**src/rtl/core/bkp_pkg.sv**
```systemverilog
// ----------------------------------------------------------------------------
// bkp_pkg
// Shared types and constants for the depth pixel back-projection block.
// ----------------------------------------------------------------------------
package bkp_pkg;

  localparam int unsigned CfgWidth    = 16;
  localparam int unsigned StepWidth   = 4;
  localparam int unsigned ColorWidth  = 8;
  localparam int unsigned OutWidth    = 32;
  localparam int unsigned ZWidth      = 16;
  localparam int unsigned SubpixBits  = 4;
  localparam int unsigned CfgIdxWidth = 3;

  localparam logic [OutWidth-1:0] SatMax = 32'h7fff_ffff;
  localparam logic [OutWidth-1:0] SatMin = 32'h8000_0000;

  typedef enum logic [CfgIdxWidth-1:0] {
    CFG_FOCAL_X   = 3'd0,
    CFG_FOCAL_Y   = 3'd1,
    CFG_CENTER_X  = 3'd2,
    CFG_CENTER_Y  = 3'd3,
    CFG_MIN_DEPTH = 3'd4,
    CFG_MAX_DEPTH = 3'd5,
    CFG_STEP      = 3'd6
  } cfg_idx_e;

  typedef struct packed {
    logic [CfgWidth-1:0]  focal_x;
    logic [CfgWidth-1:0]  focal_y;
    logic [CfgWidth-1:0]  center_x;
    logic [CfgWidth-1:0]  center_y;
    logic [CfgWidth-1:0]  min_depth;
    logic [CfgWidth-1:0]  max_depth;
    logic [StepWidth-1:0] step;
  } cfg_t;

  localparam cfg_t CfgReset = '{
    focal_x:   16'd8400,
    focal_y:   16'd8400,
    center_x:  16'd5112,
    center_y:  16'd3832,
    min_depth: 16'd10,
    max_depth: 16'd8000,
    step:      4'd2
  };

  typedef struct packed {
    logic [ColorWidth-1:0] red;
    logic [ColorWidth-1:0] green;
    logic [ColorWidth-1:0] blue;
  } color_t;

  // Per-transaction control that travels down the pipeline.
  typedef struct packed {
    logic valid;
    logic depth_ok;
    logic grid_ok;
    logic neg_x;
    logic neg_y;
    logic nz_x;
    logic nz_y;
  } ctrl_t;

endpackage

```
**src/rtl/core/bkp_back.sv**
```systemverilog
// ----------------------------------------------------------------------------
// bkp_back
// Sign and saturation of the quotients, output register and the pipeline
// advance control.
// ----------------------------------------------------------------------------
module bkp_back import bkp_pkg::*; #(
  parameter int unsigned COORD_BITS = 12,
  parameter int unsigned DEPTH_BITS = 16,
  localparam int unsigned DiffBits =
    (COORD_BITS + SubpixBits > CfgWidth) ? COORD_BITS + SubpixBits : CfgWidth,
  localparam int unsigned ProdBits = DiffBits + DEPTH_BITS
) (
  input  logic                  clk_i,
  input  logic                  rst_ni,
  input  ctrl_t                 ctrl_i,
  input  logic [ProdBits-1:0]   mag_x_i,
  input  logic [ProdBits-1:0]   mag_y_i,
  input  logic [DEPTH_BITS-1:0] depth_i,
  input  color_t                color_i,
  input  logic [CfgWidth-1:0]   focal_x_i,
  input  logic [CfgWidth-1:0]   focal_y_i,
  input  logic                  out_ready_i,
  output logic                  adv_o,
  output logic                  out_valid_o,
  output logic [OutWidth-1:0]   x_o,
  output logic [OutWidth-1:0]   y_o,
  output logic [ZWidth-1:0]     z_o,
  output color_t                color_o
);

  localparam int unsigned EW = (ProdBits > OutWidth + 1) ? ProdBits : OutWidth + 1;

  function automatic logic [OutWidth-1:0] sat_coord(
    input logic [ProdBits-1:0] mag,
    input logic                neg,
    input logic                nz,
    input logic                zero_focal
  );
    logic [EW-1:0]       m;
    logic [EW-1:0]       nm;
    logic                big;
    logic [OutWidth-1:0] res;
    m   = EW'(mag);
    nm  = -m;
    big = |m[EW-1:OutWidth-1];
    if (zero_focal) begin
      res = nz ? (neg ? SatMin : SatMax) : '0;
    end else if (neg) begin
      res = big ? SatMin : nm[OutWidth-1:0];
    end else begin
      res = big ? SatMax : m[OutWidth-1:0];
    end
    return res;
  endfunction

  logic                live;
  logic                out_valid_q;
  logic [OutWidth-1:0] x_q, y_q;
  logic [ZWidth-1:0]   z_q;
  color_t              color_q;

  assign live  = ctrl_i.valid && ctrl_i.depth_ok && ctrl_i.grid_ok;
  // A dropped or empty slot at the end never holds the chain back.
  assign adv_o = !out_valid_q || out_ready_i || !live;

  always_ff @(posedge clk_i or negedge rst_ni) begin
    if (!rst_ni) begin
      out_valid_q <= 1'b0;
    end else if (live && adv_o) begin
      out_valid_q <= 1'b1;
    end else if (out_ready_i) begin
      out_valid_q <= 1'b0;
    end
  end

  always_ff @(posedge clk_i) begin
    if (live && adv_o) begin
      x_q     <= sat_coord(mag_x_i, ctrl_i.neg_x, ctrl_i.nz_x, focal_x_i == '0);
      y_q     <= sat_coord(mag_y_i, ctrl_i.neg_y, ctrl_i.nz_y, focal_y_i == '0);
      z_q     <= ZWidth'(depth_i);
      color_q <= color_i;
    end
  end

  assign out_valid_o = out_valid_q;
  assign x_o         = x_q;
  assign y_o         = y_q;
  assign z_o         = z_q;
  assign color_o     = color_q;

endmodule

```
**config.mk**
```make
export PLATFORM = sky130hd
export DESIGN_NAME = bkp_back
export DESIGN_NICKNAME = d
export VERILOG_FILES = /design/src/rtl/core/bkp_pkg.sv /design/src/rtl/core/bkp_back.sv
export SDC_FILE = /design/constraint.sdc
export NUM_CORES = 1
export LEC_CHECK = 0
export BUFFER_PORTS_ARGS = -buffer_cell sky130_fd_sc_hd__buf_2
export CAP_MARGIN = 20
export CORE_MARGIN = 1
export CORE_UTILIZATION = 49
export DETAILED_ROUTE_END_ITERATION = 10
export PLACE_DENSITY = 0.88
export SLEW_MARGIN = 20
export SYNTH_ARGS = -nofsm -noshare
export SYNTH_HDL_FRONTEND = slang
export SYNTH_SLANG_ARGS = --single-unit
```
**constraint.sdc**
```tcl
create_clock -name clk_i -period 5.9 [get_ports clk_i]
set_input_delay 0 -clock clk_i [delete_from_list [all_inputs] [get_ports clk_i]]
set_output_delay 0 -clock clk_i [all_outputs]
set_load 0.02 [all_outputs]
```
* Word-level counts from Yosys, hierarchy flattened
Index checks and enable logic that the tools add are counted.
Operators by class: add/sub/neg operators 2, multiplexer cells 14, reductions and logical operators 10
Operator list (number):
- 32-bit 2-to-1 mux | 10
- 32-bit negation | 2
- 31-bit 2-to-1 mux | 2
- 16-bit zero test | 2
- 1-bit logical AND | 3
- 1-bit zero test | 2
- 1-bit logical OR | 2
- 1-bit 2-to-1 mux | 2
- 2-bit nonzero test | 1
Storage, ports and cells: flip-flop bits (word level) 105, input bits 146, output and inout port bits 106

* Logic depth before layout (Yosys ltp)
depth after elaboration 6, mapped depth 8

* Least setup slack after synthesis
Ideal clock, no wire load.
path type register to register, start point register out_valid_q, in the netlist out_valid_o, end point register color_q (netlist bit color_o[0]), enable pin, setup time 568 ps, arrival 4948 ps, required time 5332 ps, setup slack 385 ps, cell stages (with the launch flop) 3, buffers on the path 0, period minus slack after synthesis 5515 ps, cells stage by stage dfrtp_1 nor2b_1 nor2_1
On the way: cells in the longest elaborated chain, start to end 4
Ends and longest elaborated chain:
- from (decl) | line bkp_back.sv:57 | logic out_valid_q;
- from (signal assigned) | line bkp_back.sv:68 | out_valid_q <= 1'b0;
- from (signal assigned) | line bkp_back.sv:70 | out_valid_q <= 1'b1;
- from (signal assigned) | line bkp_back.sv:72 | out_valid_q <= 1'b0;
- 1-bit zero test | line bkp_back.sv:64 | assign adv_o = !out_valid_q || out_ready_i || !live;
- 1-bit logical OR (2 in series) | line bkp_back.sv:64
- 1-bit logical AND | line bkp_back.sv:77 | if (live && adv_o) begin
- to (signal assigned) | line bkp_back.sv:81 | color_q <= color_i;
- to (decl) | line bkp_back.sv:60 | color_t color_q;
No other way between the ends. A chain may end at the register's enable or synchronous reset.

* Final worst setup path
start point input port mag_x_i[31], end point register x_q[20], in the netlist x_o[20], data pin
On the way: cells in the longest elaborated chain, start to end 3, elaborated cells on any way between the ends 4, those cells by class mux: 4
Ends and longest elaborated chain:
- from (decl) | line bkp_back.sv:16 | input logic [ProdBits-1:0] mag_x_i,
- 31-bit 2-to-1 mux or 32-bit 2-to-1 mux (tied branches) | line bkp_back.sv:51, bkp_back.sv:49
- 32-bit 2-to-1 mux (*) | line bkp_back.sv:48 | end else if (neg) begin
- 32-bit 2-to-1 mux (*) | line bkp_back.sv:46 | if (zero_focal) begin
- to (signal assigned) | line bkp_back.sv:78 | x_q <= sat_coord(mag_x_i, ctrl_i.neg_x, ctrl_i.nz_x, focal_x_i == '0);
- to (decl) | line bkp_back.sv:58 | logic [OutWidth-1:0] x_q, y_q;
Every way passes the cells marked *; elsewhere a longest branch is shown, timed or not.

==> results_dict.tcl <==
set metrics [dict create \
    first_iter_violations 629 \
    track_usage_pct 27.7 \
    initial_utilization_pct 50.7 \
    synth_cells 636 \
    maxSlewHeadroom_pct 41.6 \
    worst_path_largest_cell_delay_ns 0.77 \
    numCtsBuffers 9 \
    p_int_w 0.00127 \
    fin_setup_tns_ns 0 \
    cts_setup_buffers 0 \
    yosysMostFrequentCell "nor2_1" \
    n_antenna_cell 0 \
    tritoncts "done" \
    p_per_area_nw_per_um2 210 \
    routed_wl_mm 18.0 \
    finalSetupViolCount 0 \
    synth_edf_count 104 \
    synth_top_area_share_pct 50.6 \
    grt_pass1_vias 5785 \
    root_buffer "clkbuf_16" \
    place_hpwl_mm 12.3 \
    yosysSeqAreaShare_pct 51.0 \
    cts.sinks 105 \
    switchingPower_w 0.000457 \
    power_frac_seq_pct 49.8 \
    path_class "in2reg" \
    synth_commonest_cells "130 x nor2_1, 104 x edfxtp_1, 33 x nand2_1, 32 x a21oi_1, 32 x o21ai_0" \
    clockPowerShare_pct 33.5 \
    postRouteAntennaNets 0 \
    fin_crit_ns 2.06 \
    peakVddDrop_mv 0.122 \
    crit_chain "buf_2 -> nor4b_1 -> nand4_2 -> nor4_1 -> mux2_2 -> o22ai_1" \
    rows 40 \
    slew_violations 0 \
    die_x_microns 114 \
    period_share_pct 34.9 \
    num_vias 6386 \
    coreArea_sq_um 12200 \
    multi_input_area_sq_um 2820 \
    yosys.area.top_type "edfxtp_1" \
    avgViaCountPerCell 5.93 \
    antenna_found_initial 0 \
    placed_cell_area_sq_um 7490 \
    crit_buf_inv 1 \
    syn_area_sq_um 6170 \
    cts-htree-levels 3 \
    place_ws_ns 3.48 \
    ys.flop_type "edfxtp_1" \
    arrival_ns 2.25 \
    cp-start-kind "input pin" \
    ios 252 \
    synth_area_leaders "edfxtp_1 51%, nor2_1 7.9%, mux2_2 3.3%" \
    outcome "complete, no violations" \
    required_ns 6.09 \
    grt_max_degree 57 \
    ys_types 64 \
    finalHoldViolations 0 \
    layout.nets 1051 \
    fillCellCount 945 \
    worst-path-max-fanout 47 \
    path_clk_slew_ns 0.07 \
    critPathSlowestCell "nor4b_1" \
    layout.area.seq_sq_um 3150 \
    portBuffers 251 \
    async_flop_share_pct 0.952 \
    drive_gt1_share_pct 33.1 \
    total_power_w 0.00172 \
    syn_area_per_cell_sq_um 9.70 \
    clockBufferDepth 2 \
    die_h_microns 114 \
    hold_path.class "in2reg" \
    p_leak_nw 3.26 \
    syn-num-nets 784 \
    netSwitchingFraction_pct 26.5 \
    drc_errors 0 \
    ys_warn_count 0 \
    die_area_sq_um 13000 \
    max-cap-violations 0 \
    combPwrFrac_pct 16.7 \
    max_freq_mhz 485 \
    overflow 0 \
    first_pass_iters 5 \
    syn_to_final_growth_pct 32.9 \
    wl_per_cell_microns 16.7 \
    fin_worst_skew_ns 0.00460 \
    gp_congestion 0.917 \
    synth-seq-cells 105 \
    tightest_slew_ns 0.868 \
    clock_latency_ns 0.35 \
    cts.repair.resized 0 \
    final_area_sq_um 8200 \
    setup_slack_ns 3.84 \
    grt_pass1_wl_mm 28.5 \
    end_kind "flop" \
    rsz0062_at_grt "no" \
    path_delay_family "simple AND/OR/NAND/NOR gates" \
]
==> power by group through the flow <==
| stage | sequential (W) | combinational [W] | clock (W) |
|---|---|---|---|
| final | 0.000858 | 0.000288 | 0.000576 |
| after floorplan | 0.000907 | 0.000117 | 0 |
| after detailed placement | 0.000874 | 0.000259 | 0 |
| after global placement | 0.000874 | 0.000254 | 0 |
| after CTS | 0.000858 | 0.000283 | 0.000583 |
| after global routing | 0.000860 | 0.000314 | 0.000610 |
==> stage by stage <==
| stage | cells | util, % | hold slack [ns] |
|---|---|---|---|
| 2_1_floorplan | 636 | - | -0.296 |
| 3_3_place_gp | 1017 | 61.6 | -0.226 |
| 3_5_place_dp | 1017 | 61.6 | -0.218 |
| 4_1_cts | 1076 | 67.4 | 0.00527 |
| 5_1_grt | 1076 | 67.4 | 0.0288 |
| 6_report | 1076 | 67.4 | 0.0189 |
==> kinds of logic after synthesis <==
logic type	after synthesis	synth area share, %
AO/OA/AOI/OAI	131	13.1
XOR/XNOR	5	0.710
adder cells (fa/ha/maj)	2	0.406
buffers and inverters	49	3.39
flip-flops	105	51.0
multiplexers	28	4.91
AND/OR/NAND/NOR	316	26.5
==> flip-flops by register name, indices dropped and copies added (netlist names) <==
name         count
out_valid_o      1
z_o             16
y_o             32
color_o         24
x_o             32
==> path summary, 6_finish.rpt <==
kind,slack (ns),start,end,cells past startpoint
worst max-delay path,3.84,mag_x_i[31],x_o[20]$_DFFE_PP_,6
worst min-delay path,0.02,ctrl_i[5],out_valid_o$_DFFE_PN0P_,3
worst max register to register,4.27,out_valid_o$_DFFE_PN0P_,color_o[9]$_DFFE_PP_,3
worst min register to register,0.77,out_valid_o$_DFFE_PN0P_,out_valid_o$_DFFE_PN0P_,2
max in group asynchronous,5.31,rst_ni,out_valid_o$_DFFE_PN0P_,3
min in group asynchronous,0.49,rst_ni,out_valid_o$_DFFE_PN0P_,3
==> layout make-up <==
class | count | share of cell area, %
sequential | 105 | 38.4
clock buffer | 10 | 2.79
clock inverter | 6 | 0.625
multi-input combinational | 482 | 34.4
timing repair buffer | 298 | 20.9
inverter | 7 | 0.320
tap | 168 | 2.56
==> cells in the final DEF (no fill, tap or decap), types with 3 or more instances in the layout <==
cell type      instances
buf_4                  4
edfxtp_1             104
or2_2                  6
and3_1                 5
nand2b_1               3
mux2_2                18
nor4_1                27
nand3_1               14
dlygate4sd3_1         43
a21oi_1               32
nor3_1                27
mux2i_1               10
nor2_1               129
and2_1                 3
inv_1                  7
nor4b_1                4
or4_1                 18
a31oi_1                3
clkbuf_16              9
nand4b_1               4
o22ai_1               29
or3_1                  8
and4_1                 6
o21ai_0               32
buf_2                251
nor2b_1                4
a21o_1                 6
nand4_1               10
o211ai_1               6
xnor2_1                3
nand2_1               33
==> repair_timing <==
action                                 CTS  global route
hold buffers                            43             0
endpoints found under the hold margin   42             0
setup endpoints to repair                0             0
==> worst register-to-register path, delay by kind of cell (launching register included) <==
| kind | cells | cell delay [ns] |
|---|---|---|
| flops | 1 | 0.38 |
| buf+inv | 1 | 0.54 |
| simple gates | 2 | 0.30 |
==> metal layers <==
metal | part of all wire, % | routed length (microns) | GRT usage (%)
met5 | 0 | 0 | 0
met4 | 2.6 | 477 | 11.7
met3 | 11 | 1920 | 4.66
met2 | 50 | 8980 | 47.4
met1 | 37 | 6640 | 34.8
Power figures use the tool's default switching activity.
