File: src/rtl/core/bkp_pkg.sv
// ----------------------------------------------------------------------------
// bkp_pkg
// Shared types and constants for the depth pixel back-projection block.
// ----------------------------------------------------------------------------
package bkp_pkg;

  localparam int unsigned CfgWidth    = 16;
  localparam int unsigned StepWidth   = 4;
  localparam int unsigned ColorWidth  = 8;
  localparam int unsigned OutWidth    = 32;
  localparam int unsigned ZWidth      = 16;
  localparam int unsigned SubpixBits  = 4;
  localparam int unsigned CfgIdxWidth = 3;

  localparam logic [OutWidth-1:0] SatMax = 32'h7fff_ffff;
  localparam logic [OutWidth-1:0] SatMin = 32'h8000_0000;

  typedef enum logic [CfgIdxWidth-1:0] {
    CFG_FOCAL_X   = 3'd0,
    CFG_FOCAL_Y   = 3'd1,
    CFG_CENTER_X  = 3'd2,
    CFG_CENTER_Y  = 3'd3,
    CFG_MIN_DEPTH = 3'd4,
    CFG_MAX_DEPTH = 3'd5,
    CFG_STEP      = 3'd6
  } cfg_idx_e;

  typedef struct packed {
    logic [CfgWidth-1:0]  focal_x;
    logic [CfgWidth-1:0]  focal_y;
    logic [CfgWidth-1:0]  center_x;
    logic [CfgWidth-1:0]  center_y;
    logic [CfgWidth-1:0]  min_depth;
    logic [CfgWidth-1:0]  max_depth;
    logic [StepWidth-1:0] step;
  } cfg_t;

  localparam cfg_t CfgReset = '{
    focal_x:   16'd8400,
    focal_y:   16'd8400,
    center_x:  16'd5112,
    center_y:  16'd3832,
    min_depth: 16'd10,
    max_depth: 16'd8000,
    step:      4'd2
  };

  typedef struct packed {
    logic [ColorWidth-1:0] red;
    logic [ColorWidth-1:0] green;
    logic [ColorWidth-1:0] blue;
  } color_t;

  // Per-transaction control that travels down the pipeline.
  typedef struct packed {
    logic valid;
    logic depth_ok;
    logic grid_ok;
    logic neg_x;
    logic neg_y;
    logic nz_x;
    logic nz_y;
  } ctrl_t;

endpackage

File: src/rtl/core/bkp_front.sv
// ----------------------------------------------------------------------------
// bkp_front
// Input stage and multiplier stage: offsets from the principal point, depth
// window test, and the magnitude of offset times depth for both axes.
// ----------------------------------------------------------------------------
module bkp_front import bkp_pkg::*; #(
  parameter int unsigned COORD_BITS = 12,
  parameter int unsigned DEPTH_BITS = 16,
  localparam int unsigned DiffBits =
    (COORD_BITS + SubpixBits > CfgWidth) ? COORD_BITS + SubpixBits : CfgWidth,
  localparam int unsigned ProdBits = DiffBits + DEPTH_BITS
) (
  input  logic                  clk_i,
  input  logic                  rst_ni,
  input  logic                  en_i,
  input  logic                  valid_i,
  input  logic [COORD_BITS-1:0] row_i,
  input  logic [COORD_BITS-1:0] col_i,
  input  logic [DEPTH_BITS-1:0] depth_i,
  input  color_t                color_i,
  input  cfg_t                  cfg_i,
  output ctrl_t                 ctrl_o,
  output logic [ProdBits-1:0]   prod_x_o,
  output logic [ProdBits-1:0]   prod_y_o,
  output logic [COORD_BITS-1:0] row_o,
  output logic [COORD_BITS-1:0] col_o,
  output logic [DEPTH_BITS-1:0] depth_o,
  output color_t                color_o
);

  localparam int unsigned ZW = (DEPTH_BITS > CfgWidth) ? DEPTH_BITS : CfgWidth;

  logic [DiffBits:0]   dx, dy, ndx, ndy;
  logic [DiffBits-1:0] ax, ay;
  ctrl_t               ctrl_a_d, ctrl_a_q, ctrl_b_q;
  logic [DiffBits-1:0] ax_a_q, ay_a_q;
  logic [DEPTH_BITS-1:0] depth_a_q, depth_b_q;
  color_t              color_a_q, color_b_q;
  logic [COORD_BITS-1:0] row_a_q, col_a_q, row_b_q, col_b_q;
  logic [ProdBits-1:0] prod_x_d, prod_y_d, prod_x_q, prod_y_q;

  // Positions are in whole pixels; scale to 1/16 pixel before the offset.
  assign dx  = (DiffBits+1)'({col_i, {SubpixBits{1'b0}}}) - (DiffBits+1)'(cfg_i.center_x);
  assign dy  = (DiffBits+1)'({row_i, {SubpixBits{1'b0}}}) - (DiffBits+1)'(cfg_i.center_y);
  assign ndx = -dx;
  assign ndy = -dy;
  assign ax  = dx[DiffBits] ? ndx[DiffBits-1:0] : dx[DiffBits-1:0];
  assign ay  = dy[DiffBits] ? ndy[DiffBits-1:0] : dy[DiffBits-1:0];

  always_comb begin
    ctrl_a_d.valid    = valid_i;
    ctrl_a_d.depth_ok = (ZW'(depth_i) >= ZW'(cfg_i.min_depth)) &&
                        (ZW'(depth_i) <= ZW'(cfg_i.max_depth));
    ctrl_a_d.grid_ok  = 1'b0;
    ctrl_a_d.neg_x    = dx[DiffBits];
    ctrl_a_d.neg_y    = dy[DiffBits];
    ctrl_a_d.nz_x     = (ax != '0) && (depth_i != '0);
    ctrl_a_d.nz_y     = (ay != '0) && (depth_i != '0);
  end

  assign prod_x_d = ProdBits'(ax_a_q) * ProdBits'(depth_a_q);
  assign prod_y_d = ProdBits'(ay_a_q) * ProdBits'(depth_a_q);

  always_ff @(posedge clk_i or negedge rst_ni) begin
    if (!rst_ni) begin
      ctrl_a_q <= '0;
      ctrl_b_q <= '0;
    end else if (en_i) begin
      ctrl_a_q <= ctrl_a_d;
      ctrl_b_q <= ctrl_a_q;
    end
  end

  always_ff @(posedge clk_i) begin
    if (en_i) begin
      ax_a_q    <= ax;
      ay_a_q    <= ay;
      depth_a_q <= depth_i;
      color_a_q <= color_i;
      row_a_q   <= row_i;
      col_a_q   <= col_i;
      prod_x_q  <= prod_x_d;
      prod_y_q  <= prod_y_d;
      depth_b_q <= depth_a_q;
      color_b_q <= color_a_q;
      row_b_q   <= row_a_q;
      col_b_q   <= col_a_q;
    end
  end

  assign ctrl_o   = ctrl_b_q;
  assign prod_x_o = prod_x_q;
  assign prod_y_o = prod_y_q;
  assign row_o    = row_b_q;
  assign col_o    = col_b_q;
  assign depth_o  = depth_b_q;
  assign color_o  = color_b_q;

endmodule

File: config.mk
export PLATFORM = sky130hd
export DESIGN_NAME = bkp_front
export DESIGN_NICKNAME = d
export VERILOG_FILES = /design/src/rtl/core/bkp_pkg.sv /design/src/rtl/core/bkp_front.sv
export SDC_FILE = /design/constraint.sdc
export NUM_CORES = 1
export LEC_CHECK = 0
export BUFFER_PORTS_ARGS = -buffer_cell sky130_fd_sc_hd__buf_2
export CAP_MARGIN = 20
export CORE_ASPECT_RATIO = 1.2
export CORE_MARGIN = 5
export CORE_UTILIZATION = 55
export CTS_CLUSTER_SIZE = 24
export DETAILED_ROUTE_END_ITERATION = 10
export PLACE_DENSITY = 0.78
export SLEW_MARGIN = 10
export SYNTH_ARGS = -nofsm -noshare
export SYNTH_HDL_FRONTEND = slang
export SYNTH_SLANG_ARGS = --single-unit
File: constraint.sdc
create_clock -name clk_i -period 12.9 [get_ports clk_i]
set_input_delay 1.29 -clock clk_i [delete_from_list [all_inputs] [get_ports clk_i]]
set_output_delay 1.29 -clock clk_i [all_outputs]
set_load 0.02 [all_outputs]
# After elaboration in Yosys (flattened, before gate mapping)
# Index checks and enable logic that the tools add are counted.
[classes] multipliers=2 mux=2 eq_ne=0 reduce_logical=6 div=0 shifts=0 n_addsub=4 order_cmp=2 bitwise=0
[op_table] operator="16-bit by 16-bit multiplier with 32-bit output" n=2
[op_table] operator="16-bit nonzero test" n=3
[op_table] operator="16-bit by 16-bit subtractor with 17-bit output" n=2
[op_table] operator="16-bit two-way mux" n=2
[op_table] operator="16-bit negator" n=2
[op_table] operator="16-bit >= comparator" n=1
[op_table] operator="16-bit less-or-equal comparator" n=1
[op_table] operator="1-bit logical AND" n=3
[totals] ram_bits=0 wordCells=44 memories=0 regBits=236 latch_bits=0 out_inout_bits=135 mem_bits_ro=0 in_bits=168

# Depth between registers and ports, before layout
# Gate-level depths: netlist of the first run.
[depth] depth_word=5 depth_mapped=25 depth_no_buf=24

# Worst setup path after synthesis of the first run
# Ideal clock, no wire load.
[synth_timing] kind="register to register" start="reg depth_a_q[1]" end="reg prod_y_q[30], in the netlist prod_y_o[30], data pin" arrival_ns=6.258 required_time_ns=12.643 setup_time_ns=0.257 period_less_slack_ns=6.515 path_buffers=1 path_stages_with_launch=23 slack_ns=6.385 path_cell_list="edfxtp_1 clkbuf_1 nand2_1 fa_1 fa_1 fa_1 inv_1 fa_1 fa_1 inv_1 fa_1 inv_1 ha_1 a21o_1 a21oi_1 or4b_1 a21oi_1 a21oi_1 o31a_1 a22o_1 a221o_1 o21ba_2 xor2_1"
[synth_between] elab_chain_len=1
[synth_lines] element="start: declaration" line="bkp_front.sv:37" text="logic [DEPTH_BITS-1:0] depth_a_q, depth_b_q;"
[synth_lines] element="start signal: assignment" line="bkp_front.sv:78" text="depth_a_q <= depth_i;"
[synth_lines] element="16-bit by 16-bit multiplier with 32-bit output" line="bkp_front.sv:62" text="assign prod_y_d = ProdBits'(ay_a_q) * ProdBits'(depth_a_q);"
[synth_lines] element="named net prod_y_d[30]" line="bkp_front.sv:40" text="logic [ProdBits-1:0] prod_x_d, prod_y_d, prod_x_q, prod_y_q;"
[synth_lines] element="end signal: assignment" line="bkp_front.sv:83" text="prod_y_q <= prod_y_d;"
[synth_lines] element="end: declaration" line="bkp_front.sv:40"
# The timed path passes the listed nets, and every way through them passes these cells.
# A chain may end at the register's enable or synchronous reset.

# Worst setup path in the final report of the first run
[layout_timing] start="reg depth_a_q[4]" end="reg prod_y_q[30], in the netlist prod_y_o[30], data pin"
# The elaborated chain is that of the path after synthesis.

==> results of run 1 <==
synthesized netlist by cell type (38+ instances only):
library cell / instances
a21o_1: 39
a21oi_1: 74
and2_1: 244
clkbuf_1: 84
edfxtp_1: 224
fa_1: 388
ha_1: 267
inv_1: 518
nand2_1: 308
nor2_1: 49
xnor2_1: 73
xor2_1: 38
metrics by stage:
step	hold slack, ps	instance area [sq um]	cells	util, %	setup WS (ps)
5_1_grt	418	29900	3504	61.1	5320
4_1_cts	404	29900	3499	61.0	5480
6_report	406	29900	3505	61.1	5600
2_1_floorplan	400	27100	2619	-	6390
3_3_place_gp	400	29000	3448	59.2	5460
3_5_place_dp	405	29000	3449	59.2	5510
layer usage:
layer / routed length [um] / share of wire [%] / vias up
met5: 13 / 0.021 / -
met4: 2040 / 3.2 / 2
met3: 5690 / 9.0 / 160
met2: 31900 / 50 / 772
met1: 23500 / 37 / 9649
li1: - / - / 8772
cells by family after synthesis:
logic type      count (synthesis)
compound gates                263
xor+xnor                      113
fa+ha+maj                     655
buf+inv                       607
flops                         236
mux                            15
other cells                     1
simple gates                  729
registers in the layout (all words and copies together), names as in the netlist:
signal and cells:
prod_x_o 32, prod_y_o 32, color_a_q 24, color_o 24
ax_a_q 16, ay_a_q 16, depth_a_q 16, depth_o 16
col_a_q 12, col_o 12, row_a_q 12, row_o 12
ctrl_a_q 6, ctrl_o 6
final cells by class:
| type | count | area share (%) |
|---|---|---|
| multi-input combinational | 1776 | 59.4 |
| sequential | 236 | 23.5 |
| inverter | 518 | 6.49 |
| timing repair buffer | 286 | 5.12 |
| tap | 637 | 2.66 |
| clock buffer | 31 | 2.31 |
| clock inverter | 19 | 0.522 |
| antenna | 2 | 0.0167 |
worst min path at each step:
stage                        from           to  slack (ps)  cells after the start
finish              color_a_q[18]  color_o[18]         410                      0
CTS                 color_a_q[18]  color_o[18]         400                      0
global placement    color_a_q[14]  color_o[14]         400                      0
detailed placement  color_a_q[14]  color_o[14]         400                      0
floorplan              col_a_q[0]     col_o[0]         400                      0
global route        color_a_q[18]  color_o[18]         420                      0
critical path, stage by stage, from the launching register on:
cell,delay [ps]
edfxtp_1,690
buf_8,290
and2_1,180
fa_1,540
inv_1,50
fa_1,460
fa_1,510
inv_1,50
fa_1,480
fa_1,520
inv_1,60
fa_1,480
inv_1,50
ha_1,350
a21o_1,200
a21oi_1,180
or4b_1,440
a21oi_1,150
a21oi_1,120
o31a_1,340
a22o_1,240
a221o_1,320
o21ba_2,230
xor2_1,130
placed cells by master (no fill, tap or decap), types with 6 or more instances in the layout:
master	netlist	final
a211oi_1	9	9
a21o_1	39	39
a21oi_1	74	74
a31oi_1	15	15
and2_1	244	244
and3_1	9	9
buf_2	2	265
buf_4	2	16
clkbuf_16	0	27
dfrtp_1	12	12
edfxtp_1	224	224
fa_1	388	388
ha_1	267	267
inv_1	518	518
mux2_2	9	9
mux2i_1	6	6
nand2_1	308	308
nand2b_1	11	11
nand3_1	20	20
nand4_1	6	6
nor2_1	49	49
nor2b_1	14	14
nor3_1	18	18
nor4_1	11	11
o211ai_1	6	6
o21a_1	16	16
o21ai_0	32	32
o21bai_1	12	12
o31a_1	10	10
or2_2	10	10
or3_1	8	8
xnor2_1	73	73
xor2_1	38	38
==> impl_metrics.env, run 1 <==
export IMPL_hpwl_mm=48.9
export IMPL_htreeDepth=1
export IMPL_crit_end="prod_y_o[30]"
export IMPL_end_kind="register"
export IMPL_synth_xor_area_share_pct=3.71
export IMPL_top_usage_layer="met2"
export IMPL_clock_fmax_mhz=137
export IMPL_synth_top_area_cell="fa_1"
export IMPL_first_pass_iters=5
export IMPL_root_buffer="clkbuf_16"
export IMPL_synthesis_area_sq_um=27100
export IMPL_synth_edf_count=224
export IMPL_critical_path_required_ps=13230
export IMPL_grtUsageMet2_pct=42.0
export IMPL_grt_overflow=0
export IMPL_register_area_sq_um=7030
export IMPL_drc=0
export IMPL_initial_core_util_pct=55.3
export IMPL_synthFlopType="edfxtp_1"
export IMPL_rsz0062_at_grt="no"
export IMPL_cts_buffers_inserted=27
export IMPL_vias=19355
export IMPL_cts_sinks=236
export IMPL_cp_start_kind="register"
export IMPL_synth_simple_area_share_pct=13.6
export IMPL_min_period_ps=7300
export IMPL_maxCapViolCount=0
export IMPL_dieArea_sq_um=53800
export IMPL_syn2layout_area_growth_pct=10.5
export IMPL_nFillCells=3992
export IMPL_hold_violations=0
export IMPL_cts_resized=0
export IMPL_synth_cells=2619
export IMPL_coreArea_sq_um=49000
export IMPL_yosysSeqAreaShare_pct=25.9
export IMPL_arrival_ps=7640
export IMPL_gp_congestion=0.886
export IMPL_ant_nets=0
export IMPL_routedWlPerCell_um=18.0
export IMPL_grt_antenna_before_repair=3
export IMPL_use_met3_pct=6.08
export IMPL_synth_top_family_by_area="adder cells"
export IMPL_syn_area_per_cell_sq_um=10.3
export IMPL_finalCritPeriodShare_pct=56.6
export IMPL_chipWidth_um=213
export IMPL_synthAdderAreaFrac_pct=41.0
export IMPL_worstMarginPinSlew_ps=1190
export IMPL_die_y_um=253
export IMPL_grtUsageTotal_pct=24.0
export IMPL_synth_seq_cells=236
export IMPL_viasPerCell=5.52
export IMPL_setup_viol=0
export IMPL_finClkSkew_ps=12.7
export IMPL_startpoint="depth_a_q[4]"
export IMPL_synthMuxAreaShare_pct=0.596
export IMPL_post_cts_buffers=0
export IMPL_synth_compound_area_share_pct=6.75
export IMPL_fp_row_count=89
export IMPL_reg2reg_to="prod_y_o[30]"
export IMPL_clkTransAtPathRegs_ps=70
export IMPL_drt_iter0_drc=1208
export IMPL_outcome="completed"
export IMPL_met1_usage_pct=29.2
export IMPL_async_flop_share_pct=5.08
export IMPL_yosys_warnings=0
export IMPL_hold_path_class="register to register"
export IMPL_ctsHoldBuffers=0
export IMPL_synth_area_leaders="fa_1, edfxtp_1, ha_1, inv_1, and2_1"
export IMPL_grt_pass1_vias=21270
export IMPL_ff2ff_path_depth=23
export IMPL_grt_max_degree=71
export IMPL_criticalPathCategory="register to register"
export IMPL_nets=3668
export IMPL_r2r_setup_slack_ps=5600
export IMPL_drive_above_1_share_pct=12.9
export IMPL_totalWireLength_mm=63.1
export IMPL_io_buffers=265
export IMPL_synth_top_area_share_pct=28.7
export IMPL_rr_startpoint="depth_a_q[4]"
export IMPL_io_pins=303
export IMPL_clock_latency_ps=580
export IMPL_synth_cell_type_count=87
export IMPL_maxSlewHeadroom_pct=20.1
export IMPL_timing_setup_tns_ps=0
export IMPL_multi_input_area_sq_um=17800
export IMPL_path_max_fanout=17
export IMPL_synth_fp_nets=3442
export IMPL_clk_path_buf_depth=3
export IMPL_finalMaxSlewViolations=0
export IMPL_grt_pass1_wl_mm=105
export IMPL_cts_tree="done"
Power of run 1 is not shown: default switching activity piles up to over one toggle a cycle in this logic, so the estimate is an artifact.
==> inputs of run 2 (changes only) <==
==> constraint.sdc (replaced) <==
create_clock -name clk_i -period 7.41 [get_ports clk_i]
set_input_delay 0.741 -clock clk_i [delete_from_list [all_inputs] [get_ports clk_i]]
set_output_delay 0.741 -clock clk_i [all_outputs]
set_load 0.02 [all_outputs]
==> impl_metrics.env, run 2 (synthesized netlist as in run 1, its figures left out) <==
export IMPL_critical_path_required_ps=7750
export IMPL_hold_violations=0
export IMPL_clock_fmax_mhz=141
export IMPL_grt_pass1_vias=21378
export IMPL_final_common_cell="inv_1"
export IMPL_drc=0
export IMPL_chipWidth_um=213
export IMPL_drt_iter0_drc=1164
export IMPL_arrival_ps=7410
export IMPL_cts_tree="done"
export IMPL_outcome="completed"
export IMPL_maxSlewHeadroom_pct=31.8
export IMPL_worstMarginPinSlew_ps=1020
export IMPL_antenna_cells=0
export IMPL_dieArea_sq_um=53800
export IMPL_fp_row_count=89
export IMPL_cp_common_cell="fa_1"
export IMPL_clock_latency_ps=580
export IMPL_first_pass_iters=6
export IMPL_criticalPathCategory="register to register"
export IMPL_finalCritPeriodShare_pct=95.5
export IMPL_rsz0062_at_grt="no"
export IMPL_maxCapViolCount=0
export IMPL_io_buffers=265
export IMPL_cts_buffers_inserted=28
export IMPL_slowest_stage="edfxtp_1"
export IMPL_grt_pass1_wl_mm=106
export IMPL_cts_sinks=236
export IMPL_root_buffer="clkbuf_16"
export IMPL_setup_viol=0
export IMPL_grt_antenna_before_repair=2
export IMPL_coreArea_sq_um=49000
export IMPL_ctsHoldBuffers=0
export IMPL_htreeDepth=1
export IMPL_min_period_ps=7080
export IMPL_grt_max_degree=102
export IMPL_viasPerCell=5.51
export IMPL_die_y_um=253
export IMPL_io_pins=303
export IMPL_gp_congestion=0.928
export IMPL_routedWlPerCell_um=18.5
export IMPL_hold_ws_ps=56.6
export IMPL_crit_chain="buf_4 > nand2_1 > fa_1 > fa_1 > fa_1 > inv_1 > fa_1 > fa_1 > inv_1 > fa_1 > inv_1 > ha_1 > a21oi_1 > nand2_1 > a211oi_1 > or3_1 > a31oi_1 > o41ai_1 > o211ai_1 > a21oi_1 > xnor2_1"
export IMPL_finClkSkew_ps=25.5
export IMPL_end_kind="register"
export IMPL_hold_path_class="input pin to asynchronous set/reset pin"
export IMPL_post_cts_buffers=0
export IMPL_drive_above_1_share_pct=13.7
export IMPL_finalMaxSlewViolations=0
export IMPL_critPathTopFamily="adder cells"
export IMPL_layout_common_cells="inv_1, fa_1, nand2_1, ha_1, buf_2"
export IMPL_cts_resized=0
export IMPL_grt_overflow=0
export IMPL_clk_path_buf_depth=3
export IMPL_hpwl_mm=51.2
export IMPL_vias=19414
export IMPL_ant_nets=0
export IMPL_nets=3690
export IMPL_cp_start_kind="register"
export IMPL_path_max_fanout=23
export IMPL_cpPeakStageDelay_ps=640
export IMPL_initial_core_util_pct=55.3
export IMPL_critPathBufInv=4
export IMPL_totalWireLength_mm=65.1
export IMPL_grtUsageTotal_pct=24.6
export IMPL_syn2layout_area_growth_pct=11.5
export IMPL_timing_setup_tns_ps=0
export IMPL_clkTransAtPathRegs_ps=60
run 2: through the flow:
step                      std cells  utilization [%]  worst slack [ps]  cell area [sq um]
after global placement         3473             59.6               530              29200
after detailed placement       3473             59.6               427              29200
after floorplan                2619                -               895              27100
final                          3526             61.7               331              30200
after global routing           3526             61.7              64.0              30200
after CTS                      3525             61.6               392              30200
run 2: final cells by class:
cell class / instances / area, sq um
clock buffer: 34 / 753
clock inverter: 18 / 255
fill: 3961 / 18800
inverter: 518 / 1940
multi-input combinational: 1776 / 17800
sequential: 236 / 7030
tap: 637 / 797
timing repair buffer: 307 / 1650
run 2: final timing paths:
path                                from  cells after the start  slack [ps]            end
setup / recovery            depth_a_q[1]                     21         330   prod_x_o[31]
min in group clk_i           color_i[11]                      1         330  color_a_q[11]
max in group asynchronous         rst_ni                      1        7100    ctrl_a_q[0]
hold / removal                    rst_ni                      1          60      ctrl_o[1]
setup reg to reg            depth_a_q[1]                     21         330   prod_x_o[31]
hold reg to reg            color_a_q[19]                      0         420    color_o[19]
run 2: metal layers:
| layer | track usage [%] | vias to the layer above | share of wire, % |
|---|---|---|---|
| li1 | - | 8810 | - |
| met1 | 30.4 | 9670 | 38 |
| met2 | 42.1 | 773 | 49 |
| met3 | 6.23 | 159 | 8.9 |
| met4 | 8.40 | 2 | 3.5 |
| met5 | 0 | - | 0.020 |
Power of run 2 is left out for the same reason.
==> inputs of run 3 (changes only) <==
--- a/config.mk
+++ b/config.mk
@@ -7,12 +7,14 @@
 export LEC_CHECK = 0
 export BUFFER_PORTS_ARGS = -buffer_cell sky130_fd_sc_hd__buf_2
 export CAP_MARGIN = 20
+export CELL_PAD_IN_SITES_DETAIL_PLACEMENT = 1
+export CELL_PAD_IN_SITES_GLOBAL_PLACEMENT = 1
 export CORE_ASPECT_RATIO = 1.2
 export CORE_MARGIN = 5
-export CORE_UTILIZATION = 55
+export CORE_UTILIZATION = 48
 export CTS_CLUSTER_SIZE = 24
 export DETAILED_ROUTE_END_ITERATION = 10
-export PLACE_DENSITY = 0.78
+export PLACE_DENSITY = 0.85
 export SLEW_MARGIN = 10
 export SYNTH_ARGS = -nofsm -noshare
 export SYNTH_HDL_FRONTEND = slang
==> impl_metrics.env, run 3 (synthesized netlist as in run 1, its figures left out) <==
export IMPL_outcome="completed"
export IMPL_drc=0
export IMPL_r2r_setup_slack_ps=310
export IMPL_dieArea_sq_um=61300
export IMPL_hpwl_mm=62.4
export IMPL_die_y_um=270
export IMPL_startpoint="ay_a_q[8]"
export IMPL_cts_resized=0
export IMPL_criticalPathCategory="register to register"
export IMPL_grt_pass1_wl_mm=124
export IMPL_rsz0062_at_grt="no"
export IMPL_clock_fmax_mhz=141
export IMPL_root_buffer="clkbuf_16"
export IMPL_drive_above_1_share_pct=13.7
export IMPL_cts_buffers_inserted=28
export IMPL_vias=19937
export IMPL_totalWireLength_mm=77.7
export IMPL_htreeDepth=1
export IMPL_clk_path_buf_depth=3
export IMPL_nFillCells=6212
export IMPL_grt_max_degree=105
export IMPL_maxCapViolCount=0
export IMPL_maxSlewHeadroom_pct=33.3
export IMPL_timing_setup_tns_ps=0
export IMPL_fp_row_count=95
export IMPL_ant_nets=0
export IMPL_grt_antenna_before_repair=4
export IMPL_final_common_cell="inv_1"
export IMPL_min_period_ps=7100
export IMPL_drt_iter0_drc=1035
export IMPL_clkTransAtPathRegs_ps=70
export IMPL_highest_layer="met5"
export IMPL_nets=3692
export IMPL_rr_startpoint="ay_a_q[8]"
export IMPL_critical_path_required_ps=7750
export IMPL_wl_met2_mm=41.1
export IMPL_first_pass_iters=5
export IMPL_grtUsageTotal_pct=25.6
export IMPL_ctsHoldBuffers=0
export IMPL_post_cts_buffers=0
export IMPL_clock_latency_ps=590
export IMPL_dr_wl_met3_mm=5.35
export IMPL_chipWidth_um=227
export IMPL_grt_overflow=0
export IMPL_worstMarginPinSlew_ps=1000
export IMPL_viasPerCell=5.51
export IMPL_initial_core_util_pct=48.4
export IMPL_hold_path_class="input pin to asynchronous set/reset pin"
export IMPL_syn2layout_area_growth_pct=11.8
export IMPL_fin_area_sq_um=30300
export IMPL_cts_tree="done"
export IMPL_cts_sinks=236
export IMPL_layout_common_cells="inv_1, fa_1, nand2_1, ha_1, buf_2"
export IMPL_hold_violations=0
export IMPL_coreArea_sq_um=56000
export IMPL_routedWlPerCell_um=21.5
export IMPL_finalMaxSlewViolations=0
export IMPL_gp_congestion=0.901
export IMPL_end_kind="register"
export IMPL_path_max_fanout=11
export IMPL_grt_pass1_vias=23635
export IMPL_antenna_cells=0
export IMPL_setup_viol=0
export IMPL_arrival_ps=7440
export IMPL_cp_start_kind="register"
export IMPL_io_pins=303
export IMPL_drt_met1_wl_mm=27.5
export IMPL_finalCritPeriodShare_pct=95.8
export IMPL_dpl_cell_area_sq_um=29300
export IMPL_io_buffers=265
export IMPL_finClkSkew_ps=20.8
## run 3: critical path, cell delays in order, from the launching register on
cell      delay, ps
edfxtp_1        620
and2_1          260
fa_1            540
inv_1            60
fa_1            410
fa_1            560
inv_1            60
fa_1            510
fa_1            490
inv_1            50
fa_1            480
inv_1            40
ha_1            360
a21o_1          200
a21oi_1         190
or4b_1          450
a21oi_1         160
a21oi_1         110
o31a_1          350
a22o_1          250
a221o_1         330
o21ba_2         220
xor2_1          140
## run 3: routing by layer
layer	up-vias	global-route usage (%)
met2	634	46.5
met3	237	6.16
met4	8	11.1
met1	10250	28.2
li1	8808	-
met5	-	0
## run 3: area by class of cell
type,instances,area [sq um],area share (%)
Timing Repair Buffer,309,1670,5.50
Tap cell,727,910,3.00
Clock buffer,39,813,2.68
Inverter,518,1940,6.42
Multi-Input combinational cell,1776,17800,58.7
Clock inverter,13,141,0.467
Sequential cell,236,7030,23.2
## run 3: final timing paths
kind | to | cells past startpoint
max | prod_y_o[30] | 22
min | ctrl_o[6] | 1
max reg2reg | prod_y_o[30] | 22
min reg2reg | color_o[14] | 0
max in group asynchronous | ctrl_a_q[3] | 1
min in group clk_i | color_a_q[15] | 1
## run 3: per-stage QoR
stage	instances	hold WS [ps]	setup slack [ps]	utilization, %
floorplan	2619	400	895	-
global placement	3566	400	523	52.4
detailed placement	3566	406	294	52.4
CTS	3618	29.2	261	54.1
global route	3618	43.2	36.6	54.1
finish	3618	52.9	308	54.1
Power of run 3 is left out for the same reason.
